File: src/design/rete_pkg.sv
package rete_pkg;

  // Speed word: signed Q32.16.
  localparam int SPD_W  = 48;
  localparam int FRAC_W = 16;
  // Headroom for speed updates before saturation.
  localparam int SUM_W  = SPD_W + 3;

  // Bit-serial divider, one quotient bit per cycle.
  localparam int DIV_W     = 48;
  localparam int DIV_CNT_W = $clog2(DIV_W);

  // Shift-add multiplier: unsigned weight times signed difference.
  localparam int MUL_A_W   = 17;
  localparam int MUL_B_W   = SPD_W + 1;
  localparam int PROD_W    = MUL_A_W + MUL_B_W;
  localparam int MUL_CNT_W = $clog2(MUL_A_W);

  // Configuration register indexes.
  localparam int CFG_IDX_W = 3;
  localparam logic [CFG_IDX_W-1:0] REG_ALPHA       = 3'd0;
  localparam logic [CFG_IDX_W-1:0] REG_WARMUP      = 3'd1;
  localparam logic [CFG_IDX_W-1:0] REG_START_TIME  = 3'd2;
  localparam logic [CFG_IDX_W-1:0] REG_START_LEVEL = 3'd3;
  localparam logic [CFG_IDX_W-1:0] REG_DEAD_BAND   = 3'd4;

  // Reset values of the configuration registers.
  localparam logic [16:0] ALPHA_RST     = 17'd6554;
  localparam logic [7:0]  WARMUP_RST    = 8'd10;
  localparam logic [31:0] START_T_RST   = 32'd0;
  localparam logic [31:0] START_L_RST   = 32'd0;
  localparam logic [15:0] DEAD_BAND_RST = 16'd7;

  // A weight of exactly one in Q1.16.
  localparam logic [MUL_A_W-1:0] ALPHA_ONE = 17'd65536;

endpackage

File: src/design/rate_ema_time_to_goal.sv
// A reading that is accepted is first divided for its slope; a warmup step then divides that
// slope by the warmup count, while a smoothing step uses the shift-add multiplier. A time
// division follows unless the estimate is unavailable; a reading that is not accepted goes
// straight to that step. The bit-serial divider gives up to three quotients per request.
// One request is in work at a time, and the next can be taken in the cycle after the result
// is loaded. Synchronous reset restores configuration defaults and clears the speed state.
module rate_ema_time_to_goal import rete_pkg::*; (
  input  logic                 clk,
  input  logic                 rst,
  // Input request channel.
  input  logic                 in_valid,
  output logic                 in_stall,
  input  logic [31:0]          stamp,
  input  logic [31:0]          level,
  input  logic [31:0]          goal,
  // Result channel.
  output logic                 out_valid,
  input  logic                 out_stall,
  output logic signed [SPD_W-1:0] rate,
  output logic [31:0]          ticks_left,
  output logic                 estimate_valid,
  output logic                 accepted,
  output logic                 warming,
  // Configuration write channel.
  input  logic                 cfg_valid,
  output logic                 cfg_ready,
  input  logic [CFG_IDX_W-1:0] cfg_index,
  input  logic [31:0]          cfg_data
);

  localparam int ST_W = 4;
  localparam logic [ST_W-1:0] ST_IDLE       = 4'd0;
  localparam logic [ST_W-1:0] ST_SLOPE_GO   = 4'd1;
  localparam logic [ST_W-1:0] ST_SLOPE_WAIT = 4'd2;
  localparam logic [ST_W-1:0] ST_WARM_GO    = 4'd3;
  localparam logic [ST_W-1:0] ST_WARM_WAIT  = 4'd4;
  localparam logic [ST_W-1:0] ST_EMA_GO     = 4'd5;
  localparam logic [ST_W-1:0] ST_EMA_WAIT   = 4'd6;
  localparam logic [ST_W-1:0] ST_TIME_PREP  = 4'd7;
  localparam logic [ST_W-1:0] ST_TIME_GO    = 4'd8;
  localparam logic [ST_W-1:0] ST_TIME_WAIT  = 4'd9;
  localparam logic [ST_W-1:0] ST_OUT        = 4'd10;

  localparam logic [SPD_W-1:0]  SPD_HALF = {1'b1, {(SPD_W-1){1'b0}}};
  localparam logic [SPD_W-1:0]  SPD_MAXU = {1'b0, {(SPD_W-1){1'b1}}};
  localparam logic [PROD_W-1:0] EMA_HALF = PROD_W'(1) << (FRAC_W - 1);

  // Clamp a widened speed sum into the signed speed range.
  function automatic logic [SPD_W-1:0] sat_spd(input logic [SUM_W-1:0] v);
    logic [SPD_W-1:0] r;
    if ((&v[SUM_W-1:SPD_W-1]) || !(|v[SUM_W-1:SPD_W-1])) begin
      r = v[SPD_W-1:0];
    end else if (v[SUM_W-1]) begin
      r = SPD_HALF;
    end else begin
      r = SPD_MAXU;
    end
    return r;
  endfunction

  // Configuration registers.
  logic [16:0] alpha;
  logic [7:0]  warmup_count;
  logic [31:0] start_time;
  logic [31:0] start_level;
  logic [15:0] dead_band;

  // Block state.
  logic [ST_W-1:0]  state;
  logic [31:0]      last_stamp;
  logic [31:0]      last_level;
  logic [SPD_W-1:0] speed;
  logic [7:0]       slopes_seen;

  // Per-request working registers.
  logic [31:0]      stamp_r;
  logic [31:0]      level_r;
  logic [31:0]      goal_r;
  logic             acc_r;
  logic             neg_r;
  logic             valid_r;
  logic [31:0]      ticks_r;
  logic [SPD_W-1:0] slope_r;
  logic [DIV_W-1:0] op_a;
  logic [DIV_W-1:0] op_b;

  // Shared unit handshakes.
  logic             div_start;
  logic             div_busy;
  logic             div_done;
  logic [DIV_W-1:0] div_quo;
  logic             mul_start;
  logic             mul_busy;
  logic             mul_done;
  logic signed [PROD_W-1:0] mul_prod;

  // Combinational helpers.
  logic               in_take;
  logic               out_take;
  logic               out_load;
  logic               acc_now;
  logic               rise_neg;
  logic [31:0]        run_now;
  logic [31:0]        rmag_now;
  logic [SPD_W-1:0]   slope_mag;
  logic [SPD_W-1:0]   slope_val;
  logic               warm_now;
  logic [MUL_A_W-1:0] alpha_eff;
  logic signed [MUL_B_W-1:0] ema_diff;
  logic [PROD_W-1:0]  ema_round;
  logic [SUM_W-1:0]   ema_sum;
  logic [SUM_W-1:0]   warm_term;
  logic [SUM_W-1:0]   warm_sum;
  logic [SPD_W-1:0]   speed_mag;
  logic [31:0]        goal_gap;
  logic               est_now;

  assign cfg_ready = (state == ST_IDLE);
  assign in_stall  = (state != ST_IDLE);
  assign in_take   = in_valid && !in_stall;
  assign out_take  = out_valid && !out_stall;
  assign out_load  = (state == ST_OUT) && (!out_valid || !out_stall);

  // Slope setup for a new reading.
  always_comb begin
    acc_now  = (level != last_level) && (stamp > last_stamp);
    rise_neg = level < last_level;
    run_now  = stamp - last_stamp;
    rmag_now = rise_neg ? (last_level - level) : (level - last_level);
  end

  // Saturated slope from the divider quotient.
  always_comb begin
    if (neg_r) begin
      slope_mag = div_quo[DIV_W-1] ? SPD_HALF : div_quo;
    end else begin
      slope_mag = div_quo[DIV_W-1] ? SPD_MAXU : div_quo;
    end
    slope_val = neg_r ? (SPD_W'(0) - slope_mag) : slope_mag;
  end

  // Speed update terms for warmup and smoothing.
  always_comb begin
    warm_now  = slopes_seen < warmup_count;
    alpha_eff = alpha[16] ? ALPHA_ONE : alpha;
    ema_diff  = $signed({slope_r[SPD_W-1], slope_r}) - $signed({speed[SPD_W-1], speed});
    ema_round = mul_prod + EMA_HALF;
    ema_sum   = {{(SUM_W-SPD_W){speed[SPD_W-1]}}, speed}
              + {{(SUM_W-(PROD_W-FRAC_W)){ema_round[PROD_W-1]}},
                 ema_round[PROD_W-1:FRAC_W]};
    warm_term = neg_r ? (SUM_W'(0) - {{(SUM_W-DIV_W){1'b0}}, div_quo})
                      : {{(SUM_W-DIV_W){1'b0}}, div_quo};
    warm_sum  = {{(SUM_W-SPD_W){speed[SPD_W-1]}}, speed} + warm_term;
  end

  // Time-to-goal setup.
  always_comb begin
    speed_mag = speed[SPD_W-1] ? (SPD_W'(0) - speed) : speed;
    goal_gap  = (goal_r >= last_level) ? (goal_r - last_level) : (last_level - goal_r);
    est_now   = (speed_mag != '0) && (speed_mag >= {{(SPD_W-16){1'b0}}, dead_band});
  end

  assign div_start = (state == ST_SLOPE_GO) || (state == ST_WARM_GO) ||
                     (state == ST_TIME_GO);
  assign mul_start = (state == ST_EMA_GO);

  rete_div u_div (
    .clk      (clk),
    .rst      (rst),
    .start    (div_start),
    .dividend (op_a),
    .divisor  (op_b),
    .busy     (div_busy),
    .done     (div_done),
    .quotient (div_quo)
  );

  rete_mul u_mul (
    .clk     (clk),
    .rst     (rst),
    .start   (mul_start),
    .mcand   (ema_diff),
    .mplier  (alpha_eff),
    .busy    (mul_busy),
    .done    (mul_done),
    .product (mul_prod)
  );

  // Sequencer, block state and configuration registers.
  always_ff @(posedge clk) begin
    if (rst) begin
      state        <= ST_IDLE;
      out_valid    <= 1'b0;
      alpha        <= ALPHA_RST;
      warmup_count <= WARMUP_RST;
      start_time   <= START_T_RST;
      start_level  <= START_L_RST;
      dead_band    <= DEAD_BAND_RST;
      last_stamp   <= START_T_RST;
      last_level   <= START_L_RST;
      speed        <= '0;
      slopes_seen  <= '0;
    end else begin
      if (out_load) begin
        out_valid <= 1'b1;
      end else if (out_take) begin
        out_valid <= 1'b0;
      end

      unique case (state)
        ST_IDLE: begin
          if (in_take) begin
            state <= acc_now ? ST_SLOPE_GO : ST_TIME_PREP;
          end
        end
        ST_SLOPE_GO: begin
          state <= ST_SLOPE_WAIT;
        end
        ST_SLOPE_WAIT: begin
          if (div_done) begin
            state <= warm_now ? ST_WARM_GO : ST_EMA_GO;
          end
        end
        ST_WARM_GO: begin
          state <= ST_WARM_WAIT;
        end
        ST_WARM_WAIT: begin
          if (div_done) begin
            speed       <= sat_spd(warm_sum);
            slopes_seen <= slopes_seen + 1'b1;
            last_stamp  <= stamp_r;
            last_level  <= level_r;
            state       <= ST_TIME_PREP;
          end
        end
        ST_EMA_GO: begin
          state <= ST_EMA_WAIT;
        end
        ST_EMA_WAIT: begin
          if (mul_done) begin
            speed      <= sat_spd(ema_sum);
            last_stamp <= stamp_r;
            last_level <= level_r;
            state      <= ST_TIME_PREP;
          end
        end
        ST_TIME_PREP: begin
          state <= est_now ? ST_TIME_GO : ST_OUT;
        end
        ST_TIME_GO: begin
          state <= ST_TIME_WAIT;
        end
        ST_TIME_WAIT: begin
          if (div_done) begin
            state <= ST_OUT;
          end
        end
        ST_OUT: begin
          if (out_load) begin
            state <= ST_IDLE;
          end
        end
        default: begin
          state <= ST_IDLE;
        end
      endcase

      // Writes are taken only while the block is idle.
      if (cfg_valid && cfg_ready) begin
        unique case (cfg_index)
          REG_ALPHA:       alpha        <= cfg_data[16:0];
          REG_WARMUP:      warmup_count <= cfg_data[7:0];
          REG_START_TIME: begin
            start_time <= cfg_data;
            last_stamp <= cfg_data;
          end
          REG_START_LEVEL: begin
            start_level <= cfg_data;
            last_level  <= cfg_data;
          end
          REG_DEAD_BAND:   dead_band    <= cfg_data[15:0];
          default: begin
          end
        endcase
      end
    end
  end

  // Working registers and the result register.
  always_ff @(posedge clk) begin
    if (in_take) begin
      stamp_r <= stamp;
      level_r <= level;
      goal_r  <= goal;
      acc_r   <= acc_now;
      neg_r   <= rise_neg;
      op_a    <= {rmag_now, {FRAC_W{1'b0}}};
      op_b    <= {{(DIV_W-32){1'b0}}, run_now};
    end
    if ((state == ST_SLOPE_WAIT) && div_done) begin
      slope_r <= slope_val;
      op_a    <= slope_mag;
      op_b    <= {{(DIV_W-8){1'b0}}, warmup_count};
    end
    if (state == ST_TIME_PREP) begin
      valid_r <= est_now;
      ticks_r <= '1;
      op_a    <= {goal_gap, {FRAC_W{1'b0}}};
      op_b    <= speed_mag;
    end
    if ((state == ST_TIME_WAIT) && div_done) begin
      ticks_r <= (|div_quo[DIV_W-1:32]) ? 32'hFFFF_FFFF : div_quo[31:0];
    end
    if (out_load) begin
      rate           <= speed;
      ticks_left     <= ticks_r;
      estimate_valid <= valid_r;
      accepted       <= acc_r;
      warming        <= warm_now;
    end
  end

`ifndef SYNTHESIS
  // The shared units are never restarted while still iterating.
  assert property (@(posedge clk) disable iff (rst) div_start |-> !div_busy)
    else $error("divider started while busy");
  assert property (@(posedge clk) disable iff (rst) mul_start |-> !mul_busy)
    else $error("multiplier started while busy");
  // A result is only loaded from the final sequencer step.
  assert property (@(posedge clk) disable iff (rst)
                   $rose(out_valid) |-> $past(state == ST_OUT))
    else $error("result appeared outside the output step");
  // An unavailable estimate always reports the saturated time.
  assert property (@(posedge clk) disable iff (rst)
                   (out_valid && !estimate_valid) |-> (ticks_left == 32'hFFFF_FFFF))
    else $error("unavailable estimate with finite time");
`endif

endmodule

File: src/design/rete_div.sv
module rete_div import rete_pkg::*; (
  input  logic             clk,
  input  logic             rst,
  input  logic             start,
  input  logic [DIV_W-1:0] dividend,
  input  logic [DIV_W-1:0] divisor,
  output logic             busy,
  output logic             done,
  output logic [DIV_W-1:0] quotient
);

  logic [DIV_CNT_W-1:0] cnt;
  logic [DIV_W-1:0]     rem;
  logic [DIV_W-1:0]     quo;
  logic [DIV_W-1:0]     dvs;
  logic [DIV_W:0]       trial;
  logic [DIV_W:0]       trial_sub;

  // One restoring step: bring down the next dividend bit and try a subtract.
  always_comb begin
    trial     = {rem, quo[DIV_W-1]};
    trial_sub = trial - {1'b0, dvs};
  end

  // Control: run for one step per quotient bit, then pulse done.
  always_ff @(posedge clk) begin
    if (rst) begin
      busy <= 1'b0;
      done <= 1'b0;
      cnt  <= '0;
    end else begin
      done <= 1'b0;
      if (start) begin
        busy <= 1'b1;
        cnt  <= '0;
      end else if (busy) begin
        cnt <= cnt + 1'b1;
        if (cnt == DIV_CNT_W'(DIV_W - 1)) begin
          busy <= 1'b0;
          done <= 1'b1;
        end
      end
    end
  end

  // Datapath: the dividend shifts out of quo while quotient bits shift in.
  always_ff @(posedge clk) begin
    if (start) begin
      rem <= '0;
      quo <= dividend;
      dvs <= divisor;
    end else if (busy) begin
      if (!trial_sub[DIV_W]) begin
        rem <= trial_sub[DIV_W-1:0];
        quo <= {quo[DIV_W-2:0], 1'b1};
      end else begin
        rem <= trial[DIV_W-1:0];
        quo <= {quo[DIV_W-2:0], 1'b0};
      end
    end
  end

  assign quotient = quo;

endmodule

File: src/design/rete_mul.sv
module rete_mul import rete_pkg::*; (
  input  logic                      clk,
  input  logic                      rst,
  input  logic                      start,
  input  logic signed [MUL_B_W-1:0] mcand,
  input  logic        [MUL_A_W-1:0] mplier,
  output logic                      busy,
  output logic                      done,
  output logic signed [PROD_W-1:0]  product
);

  logic [MUL_CNT_W-1:0]       cnt;
  logic signed [MUL_B_W-1:0]  mcand_r;
  logic [MUL_A_W-1:0]         mpl;
  logic signed [PROD_W-1:0]   acc;
  logic signed [PROD_W-1:0]   addend;

  // Multiplier bits are taken most significant first.
  always_comb begin
    if (mpl[MUL_A_W-1]) begin
      addend = {{(PROD_W - MUL_B_W){mcand_r[MUL_B_W-1]}}, mcand_r};
    end else begin
      addend = '0;
    end
  end

  // Control: one multiplier bit per cycle.
  always_ff @(posedge clk) begin
    if (rst) begin
      busy <= 1'b0;
      done <= 1'b0;
      cnt  <= '0;
    end else begin
      done <= 1'b0;
      if (start) begin
        busy <= 1'b1;
        cnt  <= '0;
      end else if (busy) begin
        cnt <= cnt + 1'b1;
        if (cnt == MUL_CNT_W'(MUL_A_W - 1)) begin
          busy <= 1'b0;
          done <= 1'b1;
        end
      end
    end
  end

  // Datapath: double the partial sum and add the selected multiplicand.
  always_ff @(posedge clk) begin
    if (start) begin
      acc     <= '0;
      mcand_r <= mcand;
      mpl     <= mplier;
    end else if (busy) begin
      acc <= {acc[PROD_W-2:0], 1'b0} + addend;
      mpl <= {mpl[MUL_A_W-2:0], 1'b0};
    end
  end

  assign product = acc;

endmodule

File: config.mk
export PLATFORM = sky130hd
export DESIGN_NAME = rate_ema_time_to_goal
export DESIGN_NICKNAME = d
export VERILOG_FILES = /design/src/design/rete_pkg.sv /design/src/design/rate_ema_time_to_goal.sv /design/src/design/rete_div.sv /design/src/design/rete_mul.sv
export SDC_FILE = /design/constraint.sdc
export NUM_CORES = 2
export LEC_CHECK = 0
export BUFFER_PORTS_ARGS = -buffer_cell sky130_fd_sc_hd__buf_2
export CAP_MARGIN = 0
export CORE_MARGIN = 2
export CORE_UTILIZATION = 45
export CTS_BUF_LIST = sky130_fd_sc_hd__clkbuf_4 sky130_fd_sc_hd__clkbuf_8 sky130_fd_sc_hd__clkbuf_16
export DETAILED_ROUTE_END_ITERATION = 8
export HOLD_SLACK_MARGIN = 0.12
export PLACE_DENSITY = 0.6
export SLEW_MARGIN = 20
export SYNTH_ARGS = -nofsm -noshare
export SYNTH_HDL_FRONTEND = slang
export SYNTH_HIERARCHICAL = 1
export SYNTH_SLANG_ARGS = --single-unit
File: constraint.sdc
create_clock -name clk -period 6.3 [get_ports clk]
set_clock_uncertainty 0.2 [all_clocks]
set_input_delay 1.26 -clock clk [delete_from_list [all_inputs] [get_ports clk]]
set_output_delay 1.26 -clock clk [all_outputs]
set_load 0.02 [all_outputs]
Word level (Yosys, flattened, before mapping) --
Index checks and enable logic that the tools add are counted.
Cells by class: add/subtract/negate cells 17, magnitude comparators 5, eq/ne operators 23, mux-type cells 62, bitwise gates (word level) 2, reductions and logical operators 44
Operators with widths (count):
- 48-bit 2-to-1 mux | 19
- 32-bit 2-to-1 mux | 13
- 32-bit subtractor | 5
- 32-bit one-hot mux with 2 select lines | 2
- 48-bit one-hot mux with 2 select lines | 1
- 1-bit by 48-bit subtractor with 48-bit output (first input constant) | 2
- 66-bit by 16-bit adder with 66-bit output (second input constant) | 1
- 66-bit adder | 1
- 66-bit 2-to-1 mux | 1
- 48-bit by 50-bit adder with 51-bit output | 1
- 51-bit adder | 1
- 17-bit 2-to-1 mux | 3
- 51-bit 2-to-1 mux | 1
- 1-bit by 48-bit subtractor with 49-bit output (first input constant) | 1
- 48-bit by 48-bit subtractor with 49-bit output | 1
- 49-bit by 48-bit subtractor with 49-bit output | 1
- 48-bit by 16-bit >= comparator with 1-bit output | 1
- 48-bit nonzero test | 1
- 47-bit 2-to-1 mux | 1
- 4-bit one-hot mux with 11 select lines | 1
- 32-bit >= comparator | 1
- 32-bit > comparator | 1
- 32-bit < comparator | 1
- 32-bit != test | 1
- 36 further kinds | 91
Storage, ports and cells: register bits 815, word-level logic and storage cells 190

Depth between registers and ports, before layout --
depth in word-level cells 9, depth in mapped cells 25, mapped depth without buffers 23

Hierarchy --
The synthesis kept the hierarchy.
By module, submodules not included:
- rate_ema_time_to_goal | instances 1, cells each 5036, area an instance 41986.5 µm²
- rete_div | instances 1, cells each 906, area an instance 8933.6 µm²
- rete_mul | instances 1, cells each 976, area an instance 8891.0 µm²

Worst setup path before layout --
No wires, ideal clock.
path type input to register, start input in_valid, end register op_a[16] (enable), setup time 0.434 ns, arrival 5.891 ns, data required time 5.666 ns, setup slack -0.224 ns, stages on the path 3, buffers on the path 0, path through and3_1 -> nor2_1 -> inv_1
On the way: longest elaborated chain between the ends 2
Ends and longest elaborated chain:
- from (decl) | RTL line rate_ema_time_to_goal.sv:11 | input logic in_valid,
- 1-bit logical AND | RTL line rate_ema_time_to_goal.sv:120 | assign in_take = in_valid && !in_stall;
- 3-bit nonzero test (no source line)
- to (signal assigned) | RTL line rate_ema_time_to_goal.sv:297 | op_a <= {rmag_now, {FRAC_W{1'b0}}};
- to (signal assigned) | RTL line rate_ema_time_to_goal.sv:302 | op_a <= slope_mag;
- to (signal assigned) | RTL line rate_ema_time_to_goal.sv:308 | op_a <= {goal_gap, {FRAC_W{1'b0}}};
- to (decl) | RTL line rate_ema_time_to_goal.sv:84 | logic [DIV_W-1:0] op_a;
Every way passes these cells. A chain may end at the register's enable or synchronous reset.

Final worst setup path --
start register u_div.quo[4] (netlist: u_div/quotient[4]), end register speed[14]
On the way: longest elaborated chain between the ends 9
Ends and longest elaborated chain:
- from (decl) | RTL line rete_div.sv:14 | logic [DIV_W-1:0] quo;
- from (signal assigned) | RTL line rete_div.sv:50 | quo <= dividend;
- from (signal assigned) | RTL line rete_div.sv:55 | quo <= {quo[DIV_W-2:0], 1'b1};
- from (signal assigned) | RTL line rete_div.sv:58 | quo <= {quo[DIV_W-2:0], 1'b0};
- 1-bit by 48-bit subtractor with 49-bit output | RTL line rate_ema_time_to_goal.sv:151 | warm_term = neg_r ? (SUM_W'(0) - {{(SUM_W-DIV_W){1'b0}}, div_quo})
- 51-bit 2-to-1 mux * | RTL line rate_ema_time_to_goal.sv:151
- 51-bit adder * | RTL line rate_ema_time_to_goal.sv:153 | warm_sum = {{(SUM_W-SPD_W){speed[SPD_W-1]}}, speed} + warm_term;
- 4-bit OR reduction | RTL line rate_ema_time_to_goal.sv:51 | if ((&v[SUM_W-1:SPD_W-1]) || !(|v[SUM_W-1:SPD_W-1])) begin
- 1-bit logical NOT | RTL line rate_ema_time_to_goal.sv:51
- 1-bit logical OR | RTL line rate_ema_time_to_goal.sv:51
- 48-bit 2-to-1 mux * | RTL line rate_ema_time_to_goal.sv:51
- 48-bit 2-to-1 mux * | RTL line rate_ema_time_to_goal.sv:228 | if (div_done) begin
- 48-bit one-hot mux with 2 select lines * | RTL line rate_ema_time_to_goal.sv:210 | unique case (state)
- to (signal assigned) | RTL line rate_ema_time_to_goal.sv:229 | speed <= sat_spd(warm_sum);
- to (signal assigned) | RTL line rate_ema_time_to_goal.sv:241 | speed <= sat_spd(ema_sum);
- to (decl) | RTL line rate_ema_time_to_goal.sv:72 | logic [SPD_W-1:0] speed;
Mark *: on every way between the ends. The rest lies on a longest branch, timed or not. The select of a mux whose other input is x is not followed.

==> metrics.txt <==
status=finished clean; First DRT Iteration DRCs=about 6k; fraction of layout cells with a size suffix above 1=between 10% and 20%; switching power share of the total=a little over two fifths; Boundary Pins=222; fraction of post-synthesis cell area in the top cell type by area=around a quarter; Critical Path Slowest Stage Cell=or3_1; Hold Path Class=reg2reg; final setup violation count=0; top cells by area in the synthesized netlist=edfxtp_1 25%, dfxtp_1 10%, ha_1 9.5%; Crit path arrival time=between 6 and 7 ns; DRC=0; global-route wire length before repair=330 mm; number of hold violations in the final report=0; Syn Inst Count=about 6.9k; via count of the routed design=54.1k; PD cells=398 nW/µm²; antenna-violating nets left=0; Area Overhead vs Synth=11.4%; pin count of the biggest net entering global routing=~130; net switching power figure=0.0113 W; number of buffers created by CTS=95; vertical die dimension=~370 µm; TritonCTS Sinks=815; Skew-Pair Late Insertion Delay=0.71 ns; ordered cell list for the critical path=nor4_1 -> buf_4 -> nand2_1 -> nor3_2 -> nand4_1 -> or3_1 -> or3_1 -> inv_1 -> nand2_1 -> o31ai_1 -> xnor2_1 -> ha_1 -> o21ai_0 -> o21bai_1 -> a211oi_1 -> o21bai_2 -> a21o_1 -> nor3_1 -> nand2b_1 -> mux2i_4 -> buf_12 -> buf_4 -> a21oi_1 -> o31ai_1; core utilization of the finished layout=between 50% and 60%; count of cell types in the netlist=~110; Clk Tree Root Cell=clkbuf_16; combined area of all synthesized cells=59800 µm²; leakage power=roughly 27 nW; register clock-pin slew on the reported worst setup and hold paths=approximately 0.06 ns; Vias per Instance=between 6 and 7; count of buffers from port buffering=between 200 and 250; timing-limited maximum frequency=around 0.17 GHz; Synth Net Count=around 7.5k; Max Slew Vio Count=0; share of synthesized registers carrying an async set or reset=0%; post-detailed-placement cell area=~63000 µm²; Worst IR Drop VDD=around 0.24 mV; overall die area=roughly 140000 µm²; most area-hungry cell type in the Yosys netlist=edfxtp_1; cell-internal power=roughly 0.015 W; starting utilization of the core area=between 40% and 50%; worst hold margin=between 0.2 and 0.25 ns; critical-path maximum fanout=35; Layout Cell Area excl Fill=~67000 µm²; required time of the worst setup path=between 6 and 7 ns; clock tree from TritonCTS=yes; final std cells w/o fill=~8.8k; total number of yosys warnings=6; flop-to-flop setup slack=0.29 ns; total power consumption of the routed design=0.0265 W; kind of end point of the critical path=flop; Post-synth EDFFs=504; total placed cells including tap cells=just under 9k; initial antenna violation count=16; via count of the first global-routing pass=50.2k; global routing usage summed across all routing layers=between 30% and 40%; Final period util=95.4%; combinational cell fraction of total power=between 40 and 50%; Max H-tree Level=3; sequential share of the synthesized area=a little over a third; Clk pwr share=between 20% and 30%; worst slew pin tran=1.14 ns; 1st-pass router iterations=6; Rel. slew slack=23.9%; area of the core region=about 130000 µm²; final global-route overflow total=0; post-detailed-routing wire length=around 230 mm; Period minus WS final=6.01 ns; Longest Clk Path Bufs=3; Routed wire per std cell=25.5 µm; peak per-stage delay on the critical path=around 0.43 ns; sum of net half-perimeters after detailed placement=roughly 170 mm; Die X-Extent=between 300 and 400 µm; number of violations of the max-capacitance limit=0; most instantiated flip-flop cell in the synthesis netlist=edfxtp_1; type of element launching the critical path=flop; final weighted congestion in routability-driven placement=0.982; number of placement rows=between 100 and 150; sequential group share of total power=~30%; crit path kind=reg2reg; nets@finish=about 7.6k; Avg Synthesized Cell Area=between 8 and 9 µm²; Seq cells post-synth=roughly 820; Crit path buffers/inverters=4; Largest delay share family, worst path=simple AND/OR/NAND/NOR gates; number of buffers inserted by hold repair at cts=0
layout by cell type, fill, tap and decap left out, types with 216 or more instances in the layout:
master,n
edfxtp_1,504
nor2_1,595
a21oi_1,678
inv_1,367
a21o_1,216
ha_1,455
nand2_1,590
xnor2_1,314
o21ai_0,363
dfxtp_1,308
buf_2,220
layer usage:
layer  global-route usage, %  routed length, µm
met1                    46.2             102000
met2                    47.6              95400
met3                    5.24              18200
met4                    13.0               9420
met5                       0                 46
Yosys cell counts, drive strengths merged, types with 56 or more instances:
cell type and count:
buf 59, a21oi 684, nor2 602, inv 373
nor2b 83, nand2 590, a21o 216, a211oi 174
mux2 70, o31ai 89, edfxtp 504, o21ai 376
ha 456, nand2b 85, clkbuf 342, and2 74
xor2 158, a31oi 128, o21bai 80, mux2i 85
nor3 114, nand3 134, xnor2 314, dfxtp 311
nand4 132, o21a 56
through the flow:
step / setup TNS [ns] / setup slack [ns]
final: 0 / 0.289
after global routing: -0.128 / -0.0554
after CTS: 0 / 0.174
after detailed placement: 0 / 0.259
after floorplan: 0 / 0.252
after global placement: 0 / 0.294
kinds of logic (layout without fill, tap and decap cells):
group                    after synthesis  count (layout)  share of synthesized area, %
AO/OA/AOI/OAI                       2178            2178                          23.3
AND/OR/NAND/NOR                     2056            2056                          16.4
flip-flops                           815             815                          35.7
buffers and inverters                776             938                          5.00
XOR/XNOR                             472             472                          6.91
adder cells (fa/ha/maj)              466             466                          9.87
multiplexers                         155             155                          2.75
other                                  0               6                             0
layout make-up:
| type | instances | area [µm²] |
|---|---|---|
| Antenna cell | 6 | 15.0 |
| Clock buffer | 126 | 2740 |
| Clock inverter | 52 | 820 |
| Fill cell | 12400 | 65000 |
| Inverter | 375 | 1410 |
| Multi-Input combinational cell | 5327 | 35600 |
| Sequential cell | 815 | 21400 |
| Tap cell | 1755 | 2200 |
| Timing Repair Buffer | 385 | 2430 |
sequential cells by signal (all words and copies together), names as in the netlist, 48 cells and up:
signal / count
u_div/quotient: 48
u_mul/mcand_r: 49
speed: 48
rate: 48
op_a: 48
u_div/rem: 48
u_mul/product: 66
op_b: 48
u_div/dvs: 48
slope_r: 48
what timing repair did:
action / in CTS / in global routing
resized for setup: 0 / 10
setup buffers: 0 / 0
endpoints found under the setup margin: 0 / 45
power by group through the flow:
stage                     sequential [W]  combinational, W  clock [W]
after floorplan                  0.00768           0.00838          0
after global placement           0.00792            0.0120          0
after detailed placement         0.00795            0.0120          0
after CTS                        0.00785            0.0121    0.00636
after global routing             0.00799            0.0133    0.00657
final                            0.00788            0.0124    0.00626
worst register-to-register path, delay by kind of cell, from the launching register on:
kind / cells / cell delay, ns
and+or+nand+nor: 9 / 2.21
AOI/OAI and AO/OA: 8 / 1.64
buffers and inverters: 4 / 0.77
DFF: 1 / 0.39
adders and majority gates: 1 / 0.35
muxes: 1 / 0.18
xor gates and xnor gates: 1 / 0.17
worst paths after layout:
| path | depth (start not counted) | from | to |
|---|---|---|---|
| max | 24 | u_div/quotient[4]$_DFFE_PP_ | speed[14]$_SDFFE_PP0P_ |
| min reg2reg | 0 | ticks_r[24]$_SDFFCE_PP1P_ | ticks_left[24]$_DFFE_PP_ |
| min | 0 | ticks_r[24]$_SDFFCE_PP1P_ | ticks_left[24]$_DFFE_PP_ |
| max reg2reg | 24 | u_div/quotient[4]$_DFFE_PP_ | speed[14]$_SDFFE_PP0P_ |
No activity file was read; power rests on OpenSTA's default activity.
